[src/rtl/core/pwmm_pkg.sv]
// Shared constants and types for the PWM input period and duty meter.
// No dependencies.
`default_nettype none

package pwmm_pkg;

    localparam int TW = 32;              // timestamp and tick count width
    localparam int FW = 16;              // duty fraction bits
    localparam int NW = TW + FW;         // divider dividend width
    localparam int CW = $clog2(NW + 1);  // bit counter width
    localparam int OW = 32;              // tick and frequency field width
    localparam int DW = FW + 1;          // duty field width

    localparam logic [OW-1:0] RELOAD_RST = OW'(83999999);

    typedef logic [TW-1:0] t_time;
    typedef logic [TW:0]   t_period;
    typedef logic [DW-1:0] t_duty;

endpackage

`default_nettype wire

[src/rtl/core/pwmm_if.sv]
// Valid/ready channels of the PWM meter: capture events in, results out.
// Depends on pwmm_pkg.
`default_nettype none

interface pwmm_cap_if import pwmm_pkg::*; ();
    logic          valid;
    logic          ready;
    logic          edge_level;
    logic [OW-1:0] capture_time;

    modport source (output valid, edge_level, capture_time, input ready);
    modport sink   (input valid, edge_level, capture_time, output ready);
endinterface

interface pwmm_res_if import pwmm_pkg::*; ();
    logic          valid;
    logic          ready;
    logic [OW-1:0] low_ticks;
    logic [OW-1:0] high_ticks;
    t_duty         high_duty;
    t_duty         low_duty;
    logic [OW-1:0] frequency;

    modport source (output valid, low_ticks, high_ticks, high_duty, low_duty, frequency,
                    input ready);
    modport sink   (input valid, low_ticks, high_ticks, high_duty, low_duty, frequency,
                    output ready);
endinterface

`default_nettype wire

[src/rtl/core/pwm_input_period_duty_meter.sv]
// PWM input period and duty meter: top level, bit-serial elapsed time and a
// shared radix-2 divider. Depends on pwmm_pkg and pwmm_if.
//
//  channel  dir  handshake          beat
//  i_cap    in   valid/ready        edge_level, capture_time
//  o_res    out  valid/ready        low_ticks, high_ticks, high_duty, low_duty, frequency
//  i_cfg    in   i_cfg_wr_en        i_cfg_wr_data -> counter_reload
//
// Falling edge: bit-serial elapsed time, one bit per cycle.
// Rising edge: the same elapsed time, then three divider passes (high duty, low duty,
// frequency); a zero period skips the divider. One beat in flight; the output register
// holds a result while the next beat is taken and worked on.
// Reset is synchronous; it clears the stored edge times and the held high time.
`default_nettype none

module pwm_input_period_duty_meter import pwmm_pkg::*; (
    input  wire logic          i_clk,
    input  wire logic          i_rst_n,
    input  wire logic          i_cfg_wr_en,
    input  wire logic [OW-1:0] i_cfg_wr_data,
    pwmm_cap_if.sink           i_cap,
    pwmm_res_if.source         o_res
);

    localparam logic [1:0] S_IDLE = 2'd0;
    localparam logic [1:0] S_ELAP = 2'd1;
    localparam logic [1:0] S_DIV  = 2'd2;
    localparam logic [1:0] S_DONE = 2'd3;

    localparam logic [1:0] P_HDUTY = 2'd0;
    localparam logic [1:0] P_LDUTY = 2'd1;
    localparam logic [1:0] P_FREQ  = 2'd2;

    logic [1:0]    r_state, n_state;
    logic [CW-1:0] r_cnt, n_cnt;
    logic [1:0]    r_pass, n_pass;
    logic          r_ovalid, n_ovalid;
    logic [OW-1:0] r_reload, n_reload;
    t_time         r_last_rise, n_last_rise;
    t_time         r_last_fall, n_last_fall;
    t_time         r_held_high, n_held_high;

    logic          r_level, n_level;
    t_time         r_sh_a, n_sh_a;
    t_time         r_sh_b, n_sh_b;
    t_time         r_sh_c, n_sh_c;
    logic          r_borrow, n_borrow;
    logic          r_carry, n_carry;
    logic          r_nz, n_nz;
    t_time         r_low, n_low;
    t_time         r_high, n_high;
    t_period       r_period, n_period;
    logic [NW-1:0] r_dvd, n_dvd;
    t_period       r_rem, n_rem;
    t_duty         r_hduty, n_hduty;
    t_duty         r_lduty, n_lduty;
    logic [OW-1:0] r_freq, n_freq;
    logic [OW-1:0] r_o_low, n_o_low;
    logic [OW-1:0] r_o_high, n_o_high;
    t_duty         r_o_hduty, n_o_hduty;
    t_duty         r_o_lduty, n_o_lduty;
    logic [OW-1:0] r_o_freq, n_o_freq;

    logic          bit_a, bit_b, bit_c, bit_d, bit_s;
    logic          gt;
    t_time         elap;
    t_period       per;
    t_period       modulus;
    logic [TW+1:0] trial, trial_sub;
    logic          ge;
    logic [63:0]   q_ext;

    assign i_cap.ready      = (r_state == S_IDLE);
    assign o_res.valid      = r_ovalid;
    assign o_res.low_ticks  = r_o_low;
    assign o_res.high_ticks = r_o_high;
    assign o_res.high_duty  = r_o_hduty;
    assign o_res.low_duty   = r_o_lduty;
    assign o_res.frequency  = r_o_freq;

    assign bit_a = r_sh_a[0];
    assign bit_b = r_sh_b[0];
    assign bit_c = r_sh_c[0];
    assign bit_d = bit_a ^ bit_b ^ r_borrow;
    assign bit_s = bit_d ^ bit_c ^ r_carry;

    assign gt      = ~r_borrow & r_nz;
    assign elap    = gt ? r_sh_a : r_sh_b;
    assign per     = {1'b0, elap} + {1'b0, r_held_high};
    assign modulus = {1'b0, r_reload[TW-1:0]} + t_period'(1);

    assign trial     = {r_rem, r_dvd[NW-1]};
    assign trial_sub = trial - {1'b0, r_period};
    assign ge        = (trial >= {1'b0, r_period});
    assign q_ext     = 64'(r_dvd);

    always_comb begin
        n_state     = r_state;
        n_cnt       = r_cnt;
        n_pass      = r_pass;
        n_ovalid    = r_ovalid;
        n_reload    = r_reload;
        n_last_rise = r_last_rise;
        n_last_fall = r_last_fall;
        n_held_high = r_held_high;
        n_level     = r_level;
        n_sh_a      = r_sh_a;
        n_sh_b      = r_sh_b;
        n_sh_c      = r_sh_c;
        n_borrow    = r_borrow;
        n_carry     = r_carry;
        n_nz        = r_nz;
        n_low       = r_low;
        n_high      = r_high;
        n_period    = r_period;
        n_dvd       = r_dvd;
        n_rem       = r_rem;
        n_hduty     = r_hduty;
        n_lduty     = r_lduty;
        n_freq      = r_freq;
        n_o_low     = r_o_low;
        n_o_high    = r_o_high;
        n_o_hduty   = r_o_hduty;
        n_o_lduty   = r_o_lduty;
        n_o_freq    = r_o_freq;

        if (i_cfg_wr_en) begin
            n_reload = i_cfg_wr_data;
        end
        if (r_ovalid && o_res.ready) begin
            n_ovalid = 1'b0;
        end

        unique case (r_state)
            S_IDLE: begin
                if (i_cap.valid) begin
                    n_level  = i_cap.edge_level;
                    n_sh_a   = i_cap.capture_time[TW-1:0];
                    n_sh_c   = r_reload[TW-1:0];
                    n_borrow = 1'b0;
                    n_carry  = 1'b1;
                    n_nz     = 1'b0;
                    n_cnt    = CW'(TW);
                    n_state  = S_ELAP;
                    if (i_cap.edge_level) begin
                        n_sh_b      = r_last_fall;
                        n_last_rise = i_cap.capture_time[TW-1:0];
                    end else begin
                        n_sh_b      = r_last_rise;
                        n_last_fall = i_cap.capture_time[TW-1:0];
                    end
                end
            end
            S_ELAP: begin
                if (r_cnt != '0) begin
                    // diff = now - then; alt = diff + reload + 1
                    n_sh_a   = {bit_d, r_sh_a[TW-1:1]};
                    n_sh_b   = {bit_s, r_sh_b[TW-1:1]};
                    n_sh_c   = {1'b0, r_sh_c[TW-1:1]};
                    n_borrow = (~bit_a & bit_b) | (~(bit_a ^ bit_b) & r_borrow);
                    n_carry  = (bit_d & bit_c) | (r_carry & (bit_d ^ bit_c));
                    n_nz     = r_nz | bit_d;
                    n_cnt    = r_cnt - CW'(1);
                end else if (!r_level) begin
                    n_held_high = elap;
                    n_state     = S_IDLE;
                end else begin
                    n_low    = elap;
                    n_high   = r_held_high;
                    n_period = per;
                    if (per == '0) begin
                        n_hduty = '0;
                        n_lduty = '0;
                        n_freq  = '0;
                        n_state = S_DONE;
                    end else begin
                        n_dvd   = {r_held_high, {FW{1'b0}}};
                        n_rem   = '0;
                        n_cnt   = CW'(NW);
                        n_pass  = P_HDUTY;
                        n_state = S_DIV;
                    end
                end
            end
            S_DIV: begin
                if (r_cnt != '0) begin
                    n_rem = ge ? trial_sub[TW:0] : trial[TW:0];
                    n_dvd = {r_dvd[NW-2:0], ge};
                    n_cnt = r_cnt - CW'(1);
                end else begin
                    n_rem = '0;
                    n_cnt = CW'(NW);
                    case (r_pass)
                        P_HDUTY: begin
                            n_hduty = r_dvd[DW-1:0];
                            n_dvd   = {r_low, {FW{1'b0}}};
                            n_pass  = P_LDUTY;
                        end
                        P_LDUTY: begin
                            n_lduty = r_dvd[DW-1:0];
                            n_dvd   = NW'(modulus);
                            n_pass  = P_FREQ;
                        end
                        P_FREQ: begin
                            n_freq  = (|q_ext[63:OW]) ? '1 : q_ext[OW-1:0];
                            n_state = S_DONE;
                        end
                        default: begin
                            n_state = S_IDLE;
                        end
                    endcase
                end
            end
            S_DONE: begin
                if (!r_ovalid || o_res.ready) begin
                    n_ovalid  = 1'b1;
                    n_o_low   = OW'(r_low);
                    n_o_high  = OW'(r_high);
                    n_o_hduty = r_hduty;
                    n_o_lduty = r_lduty;
                    n_o_freq  = r_freq;
                    n_state   = S_IDLE;
                end
            end
            default: begin
                n_state = S_IDLE;
            end
        endcase
    end

    always_ff @(posedge i_clk) begin
        if (!i_rst_n) begin
            r_state     <= S_IDLE;
            r_cnt       <= '0;
            r_pass      <= P_HDUTY;
            r_ovalid    <= 1'b0;
            r_reload    <= RELOAD_RST;
            r_last_rise <= '0;
            r_last_fall <= '0;
            r_held_high <= '0;
        end else begin
            r_state     <= n_state;
            r_cnt       <= n_cnt;
            r_pass      <= n_pass;
            r_ovalid    <= n_ovalid;
            r_reload    <= n_reload;
            r_last_rise <= n_last_rise;
            r_last_fall <= n_last_fall;
            r_held_high <= n_held_high;
        end
    end

    always_ff @(posedge i_clk) begin
        r_level   <= n_level;
        r_sh_a    <= n_sh_a;
        r_sh_b    <= n_sh_b;
        r_sh_c    <= n_sh_c;
        r_borrow  <= n_borrow;
        r_carry   <= n_carry;
        r_nz      <= n_nz;
        r_low     <= n_low;
        r_high    <= n_high;
        r_period  <= n_period;
        r_dvd     <= n_dvd;
        r_rem     <= n_rem;
        r_hduty   <= n_hduty;
        r_lduty   <= n_lduty;
        r_freq    <= n_freq;
        r_o_low   <= n_o_low;
        r_o_high  <= n_o_high;
        r_o_hduty <= n_o_hduty;
        r_o_lduty <= n_o_lduty;
        r_o_freq  <= n_o_freq;
    end

endmodule

`default_nettype wire
[src/flat_wrapper.sv]
// flat-port wrapper written by rule: the top's interface ports become plain ports
module pwm_input_period_duty_meter_flat import pwmm_pkg::*;
  (i_clk, i_rst_n, i_cfg_wr_en, i_cfg_wr_data, i_cap_valid, i_cap_edge_level, i_cap_capture_time, i_cap_ready, o_res_valid, o_res_low_ticks, o_res_high_ticks, o_res_high_duty, o_res_low_duty, o_res_frequency, o_res_ready);
  pwmm_cap_if i_cap_i ();
  pwmm_res_if o_res_i ();
  input  wire logic i_clk;
  input  wire logic i_rst_n;
  input  wire logic i_cfg_wr_en;
  input  wire logic [OW-1:0] i_cfg_wr_data;
  input wire logic [$bits(i_cap_i.valid)-1:0] i_cap_valid;
  input wire logic [$bits(i_cap_i.edge_level)-1:0] i_cap_edge_level;
  input wire logic [$bits(i_cap_i.capture_time)-1:0] i_cap_capture_time;
  output wire logic [$bits(i_cap_i.ready)-1:0] i_cap_ready;
  output wire logic [$bits(o_res_i.valid)-1:0] o_res_valid;
  output wire logic [$bits(o_res_i.low_ticks)-1:0] o_res_low_ticks;
  output wire logic [$bits(o_res_i.high_ticks)-1:0] o_res_high_ticks;
  output wire logic [$bits(o_res_i.high_duty)-1:0] o_res_high_duty;
  output wire logic [$bits(o_res_i.low_duty)-1:0] o_res_low_duty;
  output wire logic [$bits(o_res_i.frequency)-1:0] o_res_frequency;
  input wire logic [$bits(o_res_i.ready)-1:0] o_res_ready;
  assign i_cap_i.valid = i_cap_valid;
  assign i_cap_i.edge_level = i_cap_edge_level;
  assign i_cap_i.capture_time = i_cap_capture_time;
  assign i_cap_ready = i_cap_i.ready;
  assign o_res_valid = o_res_i.valid;
  assign o_res_low_ticks = o_res_i.low_ticks;
  assign o_res_high_ticks = o_res_i.high_ticks;
  assign o_res_high_duty = o_res_i.high_duty;
  assign o_res_low_duty = o_res_i.low_duty;
  assign o_res_frequency = o_res_i.frequency;
  assign o_res_i.ready = o_res_ready;
  pwm_input_period_duty_meter u_core (.i_clk(i_clk), .i_rst_n(i_rst_n), .i_cfg_wr_en(i_cfg_wr_en), .i_cfg_wr_data(i_cfg_wr_data), .i_cap(i_cap_i), .o_res(o_res_i));
endmodule
[config.mk]
export PLATFORM = sky130hd
export DESIGN_NAME = pwm_input_period_duty_meter_flat
export DESIGN_NICKNAME = d
export VERILOG_FILES = /design/src/rtl/core/pwmm_pkg.sv /design/src/rtl/core/pwmm_if.sv /design/src/rtl/core/pwm_input_period_duty_meter.sv /design/src/flat_wrapper.sv
export SDC_FILE = /design/constraint.sdc
export NUM_CORES = 1
export LEC_CHECK = 0
export ABC_AREA = 1
export BUFFER_PORTS_ARGS = -buffer_cell sky130_fd_sc_hd__clkbuf_2
export CORE_AREA = 2 2 211 213
export CTS_CLUSTER_DIAMETER = 200
export CTS_CLUSTER_SIZE = 12
export DETAILED_ROUTE_END_ITERATION = 16
export DIE_AREA = 0 0 213 215
export PLACE_DENSITY_LB_ADDON = 0.3
export SLEW_MARGIN = 20
export SYNTH_ARGS = -nofsm -noshare
export SYNTH_HDL_FRONTEND = slang
export SYNTH_SLANG_ARGS = --single-unit
export TNS_END_PERCENT = 20
[constraint.sdc]
create_clock -name i_clk -period 18.15 [get_ports i_clk]
set_input_delay 2.7225 -clock i_clk [delete_from_list [all_inputs] [get_ports i_clk]]
set_output_delay 2.7225 -clock i_clk [all_outputs]
set_load 0.005 [all_outputs]
---- After elaboration in Yosys (flattened, before gate mapping) ----
Cells that the tools add are included.
storage, ports and cells
  bits of input ports ..................... 70
  logic and storage cells ................. 169
  output and inout port bits .............. 132
  bits in registers ....................... 613
operators by class
  mux-type cells .......................... 70
  $lt $le $gt $ge ......................... 1
  reduce and logical (&&, ||, !) cells .... 27
  eq/ne operators ......................... 21
  bitwise operators ....................... 18
  $add $sub $neg .......................... 4
operators by type and width
  operator                 number
  $mux W32                 14
  $pmux W32 S2             4
  $mux W48                 4
  $pmux W48 S2             2
  $mux W33                 5
  $mux W17                 7
  $pmux W17 S2             2
  $pmux W33 S2             1
  $ge A34 B33 Y1           1
  $add A32 B1 Y33 const B  1
  $add A32 B32 Y33         1
  $logic_not A33 Y1        1
  $sub A33 B33 Y33         1
  $mux W6                  5
  $reduce_and A6 Y1        4
  $mux W2                  9
  $pmux W6 S3              1
  $reduce_or A16 Y1        1
  $reduce_and A3 Y1        5
  $ne A2 B2 Y1 const B     7
  $pmux W2 S2              3
  $ne A2 B1 Y1 const B     5
  $reduce_and A5 Y1        2
  $mux W1                  9
  other kinds (23)         46

---- Depth between registers and ports, before layout ----
  depth in word-level cells ............... 9
  depth in mapped cells ................... 28
  mapped depth without buffers ............ 27

---- Least setup slack after synthesis ----
OpenSTA, ideal clock, no wires.
  path type ............................... in2reg
  from .................................... input port i_cap_valid
  to ...................................... register u_core.r_borrow, enable pin
  required time ........................... 17.446 ns
  setup time .............................. 0.704 ns
  path slack .............................. 7.380 ns
  buffers on the path ..................... 0
  arrival time ............................ 10.066 ns
  stages .................................. 2
  cell sequence ........................... nor2_1 a211oi_1
between the ends
  cells in the longest elaborated chain, start to end .. 2
ends and longest elaborated chain
  what                                RTL line                            text
  start: declaration                  flat_wrapper.sv:10                  input wire logic [$bits(i_cap_i.valid)-1:0] i_cap_valid;
  $ne A2 B2 Y1 (no source line)       n/a
  $reduce_and A3 Y1 (no source line)  n/a
  end signal: assignment              pwm_input_period_duty_meter.sv:258  r_borrow <= n_borrow;
  end: declaration                    pwm_input_period_duty_meter.sv:47   logic r_borrow, n_borrow;
No other way between the ends.
A chain may end at the register's enable or synchronous reset.

---- Final worst setup path ----
  from .................................... register u_core.r_nz
  to ...................................... register u_core.r_freq[30], enable pin
between the ends
  cells in the longest elaborated chain, start to end .. 6
ends and longest elaborated chain
  what                                RTL line                            text
  start: declaration                  pwm_input_period_duty_meter.sv:49   logic r_nz, n_nz;
  start signal: assignment            pwm_input_period_duty_meter.sv:260  r_nz <= n_nz;
  $and A1 B1 Y1                       pwm_input_period_duty_meter.sv:87   assign gt = ~r_borrow & r_nz;
  $mux W32                            pwm_input_period_duty_meter.sv:88   assign elap = gt ? r_sh_a : r_sh_b;
  net u_core.elap[21]                 pwm_input_period_duty_meter.sv:66   t_time elap;
  $add A32 B32 Y33                    pwm_input_period_duty_meter.sv:89   assign per = {1'b0, elap} + {1'b0, r_held_high};
  net u_core.per[26]                  pwm_input_period_duty_meter.sv:67   t_period per;
  $logic_not A33 Y1                   pwm_input_period_duty_meter.sv:171  if (per == '0) begin
  $ne A2 B1 Y1 (no source line)       n/a
  $reduce_and A6 Y1 (no source line)  n/a
  end signal: assignment              pwm_input_period_duty_meter.sv:268  r_freq <= n_freq;
  end: declaration                    pwm_input_period_duty_meter.sv:57   logic [OW-1:0] r_freq, n_freq;
The timed path passes the listed nets, and every way through them passes these cells.

==> out/summary.txt <==
Root buf cell -> clkbuf_16
Final Hold Viols -> 0
Resized Gates After CTS -> 0
HP Class -> flip-flop to flip-flop
Avg Vias per Cell -> 5.78
# diodes -> 0
Post-DP HPWL -> 50700 µm
DIE HEIGHT -> 215 µm
Crit share post-route -> 28.0%
Routed wire length -> 71600 µm
Worst slew pin tran -> 1.09 ns
Final setup violation count -> 0
# Max-Cap Violations -> 0
Cell Chain, Critical Path -> nand2_2 > buf_4 > nor2_1 > a21oi_1 > ha_1 > nand2_1 > nand2_1 > o21bai_1 > a21oi_1 > nand3_1 > nand2_1 > nand2_1 > nor2_1 > nand2_1 > nor2_4 > nand2_1 > nand2_1 > nand3_1 > nor2_4
M2 GR Usage -> 50.4%
Synth Flop Type -> edfxtp_1
Outcome -> completed
Post-CTS setup repair buffer count -> 0
Worst reg2reg setup slack -> 13.07 ns
Die footprint -> 45800 µm²
CTS tree -> built
Worst slack, placed -> 12.86 ns
Critical path's slowest cell -> nor2_4
TritonRoute pass-1 iters -> 5
Top reg by flops -> u_core.r_dvd
Post-route setup slack -> 13.07 ns
Global-route wire length before repair -> 111000 µm
Initial core utilization -> 64.3%
CP Max Fanout -> 48
Most used cell, CP -> nand2_1
Critical path arrival -> 5.31 ns
Via count -> 21421
WL per Instance -> 19.3 µm
Ys async rst share -> 0%
Max FFs per register -> 48
Standard-cell row count -> 77
Nets -> 3211
Critical path class -> flip-flop to flip-flop
Distinct cells, synth -> 55
Syn nets -> 3036
Final ANT Viol Nets -> 0
Worst VDD drop -> 108 µV
GR Util All Layers -> 31.4%
Synthesized netlist cell count -> 2890
Largest net degree at the start of global routing -> 124
Core area -> 43600 µm²
Initial antenna violation count -> 0
Clock Skew -> 0.0363 ns
Layout Cells excl Fill -> 3704
Grt ovf -> 0
Largest delay share family, worst path -> simple AND/OR/NAND/NOR gates
# port buffers -> 201
Seq cells post-synth -> 613
# hold bufs at CTS -> 0
Min Clock Period, post-route -> 5.08 ns
Clock insertion delay at the later pin of the skew report -> 0.63 ns
Critical Path RT -> 18.38 ns
1st-iter DRT viols -> 2210
Most utilized layer in the global route result -> met2
Yosys warns -> 0
Die span in x -> 213 µm
Leak -> 13.1 nW
RSZ-0062 raised after global routing -> false
Fin. max-slew vios -> 0
Layout cell share with drive strength beyond 1 -> 11.3%
Clock buffer count from CTS -> 57
Number of global-route vias before repair -> 20379
Placed Instances -> 3598
Layout area overhead -> 11.7%
Mapped cell area -> 28100 µm²
Crit path buffers/inverters -> 1
Crit end category -> flip-flop
Crit start category -> flip-flop
DRC viols -> 0
Mean area per synthesized cell -> 9.72 µm²
GP Congestion -> 0.929
Register area share after synthesis -> 60.6%
Top-area cell type share of the netlist area -> 50.7%
EDFF count, synth -> 474
Cell Pwr Density -> 153 nW/µm²
Relative slew slack -> 27.5%
Final setup TNS -> 0 ns
H-tree depth -> 2
IO Count -> 202
Met3 Usage GRT -> 4.78%
GR Util met1 -> 44.3%
CTS clk-pin slew, worst paths -> 0.06 ns
Synth area leaders -> edfxtp_1 51%, dfxtp_1 9.9%, nand2_1 8.4%
Largest registers -> u_core.r_dvd x48, u_core.r_period x33, u_core.r_rem x33
Fmax -> 197 MHz
Synth area leader -> edfxtp_1
Clock Tree Buf Depth -> 3
CTS sink count -> 613
Max incr delay on CP -> 0.77 ns
layout by cell type (no fill, tap or decap), types with 31 or more instances in the layout:
cell       count
edfxtp_1     474
nand3_1      113
clkbuf_2     201
nor2_1       278
a21oi_1      220
nand2_1      626
ha_1          70
inv_1        337
clkbuf_1      45
dfxtp_1      139
o21ai_0      188
a22oi_1       31
a211oi_1      33
xor2_1        34
clkbuf_16     59
final timing paths:
path / depth (start not counted) / end / start
hold / removal: 0 / u_core.o_res.high_ticks[23]$_DFFE_PP_ / u_core.r_high[23]$_DFFE_PP_
setup / recovery: 19 / u_core.r_freq[30]$_SDFFCE_PN0P_ / u_core.r_nz$_SDFFCE_PN0P_
hold reg to reg: 0 / u_core.o_res.high_ticks[23]$_DFFE_PP_ / u_core.r_high[23]$_DFFE_PP_
setup reg to reg: 19 / u_core.r_freq[30]$_SDFFCE_PN0P_ / u_core.r_nz$_SDFFCE_PN0P_
worst reg2reg max path, delay by kind of cell (launching register included):
kind	cells	cell delay [ns]
AOI/OAI and AO/OA	3	0.93
adders and majority gates	1	0.46
buffers and inverters	1	0.48
DFF	1	0.40
and+or+nand+nor	14	2.38
metal layers:
metal | vias to the layer above | share of wire [%]
met5 | - | 0
met4 | 0 | 3.0
met3 | 140 | 8.7
met2 | 1013 | 47
met1 | 10115 | 41
li1 | 10153 | -
logic make-up after synthesis:
logic type	count (synthesis)	synth area share [%]
AND/OR/NAND/NOR	1120	16.5
XOR/XNOR	54	1.68
AO/OA/AOI/OAI	558	11.4
multiplexers	1	0.0357
flip-flops	613	60.6
adder cells (fa/ha/maj)	76	3.49
buffers and inverters	468	6.33
cells in the mapped netlist (all sizes together), types with 4 or more instances:
cell type and instances:
nor4 9, nor3 31, a22oi 31, dfxtp 139, clkinv 4, o221ai 20
fa 4, o21a 6, ha 72, clkbuf 92, nand3b 8, xnor2 20
nor2 290, inv 355, o211ai 19, a211oi 34, nand4 20, nand3 116
edfxtp 474, buf 17, a21oi 226, o21ai 195, o21bai 5, nand2 639
xor2 34, o22ai 5
final cells by class:
cell class / instances / area (µm²)
Inverter: 359 / 1350
Sequential cell: 613 / 17000
Clock inverter: 2 / 41.3
Fill cell: 3212 / 12300
Multi-Input combinational cell: 1809 / 9360
Clock buffer: 104 / 1650
Tap cell: 592 / 741
Timing Repair Buffer: 225 / 1210
metrics by stage:
step / total power, mW / instance area [µm²] / utilization, % / hold WS (ns)
after floorplan: 3.18 / 28100 / - / 0.400
after global placement: 3.62 / 29600 / 67.9 / 0.401
after detailed placement: 3.66 / 29700 / 68.0 / 0.405
after CTS: 4.77 / 31400 / 71.8 / 0.418
after global routing: 5.05 / 31400 / 71.9 / 0.418
final: 4.79 / 31400 / 71.9 / 0.416
power by group:
group          internal [mW]  switching, mW
sequential              1.94          0.142
combinational          0.450           1.14
clock                  0.608          0.504
total                   3.00           1.79
Note: power is estimated with default switching activity, not from simulation.
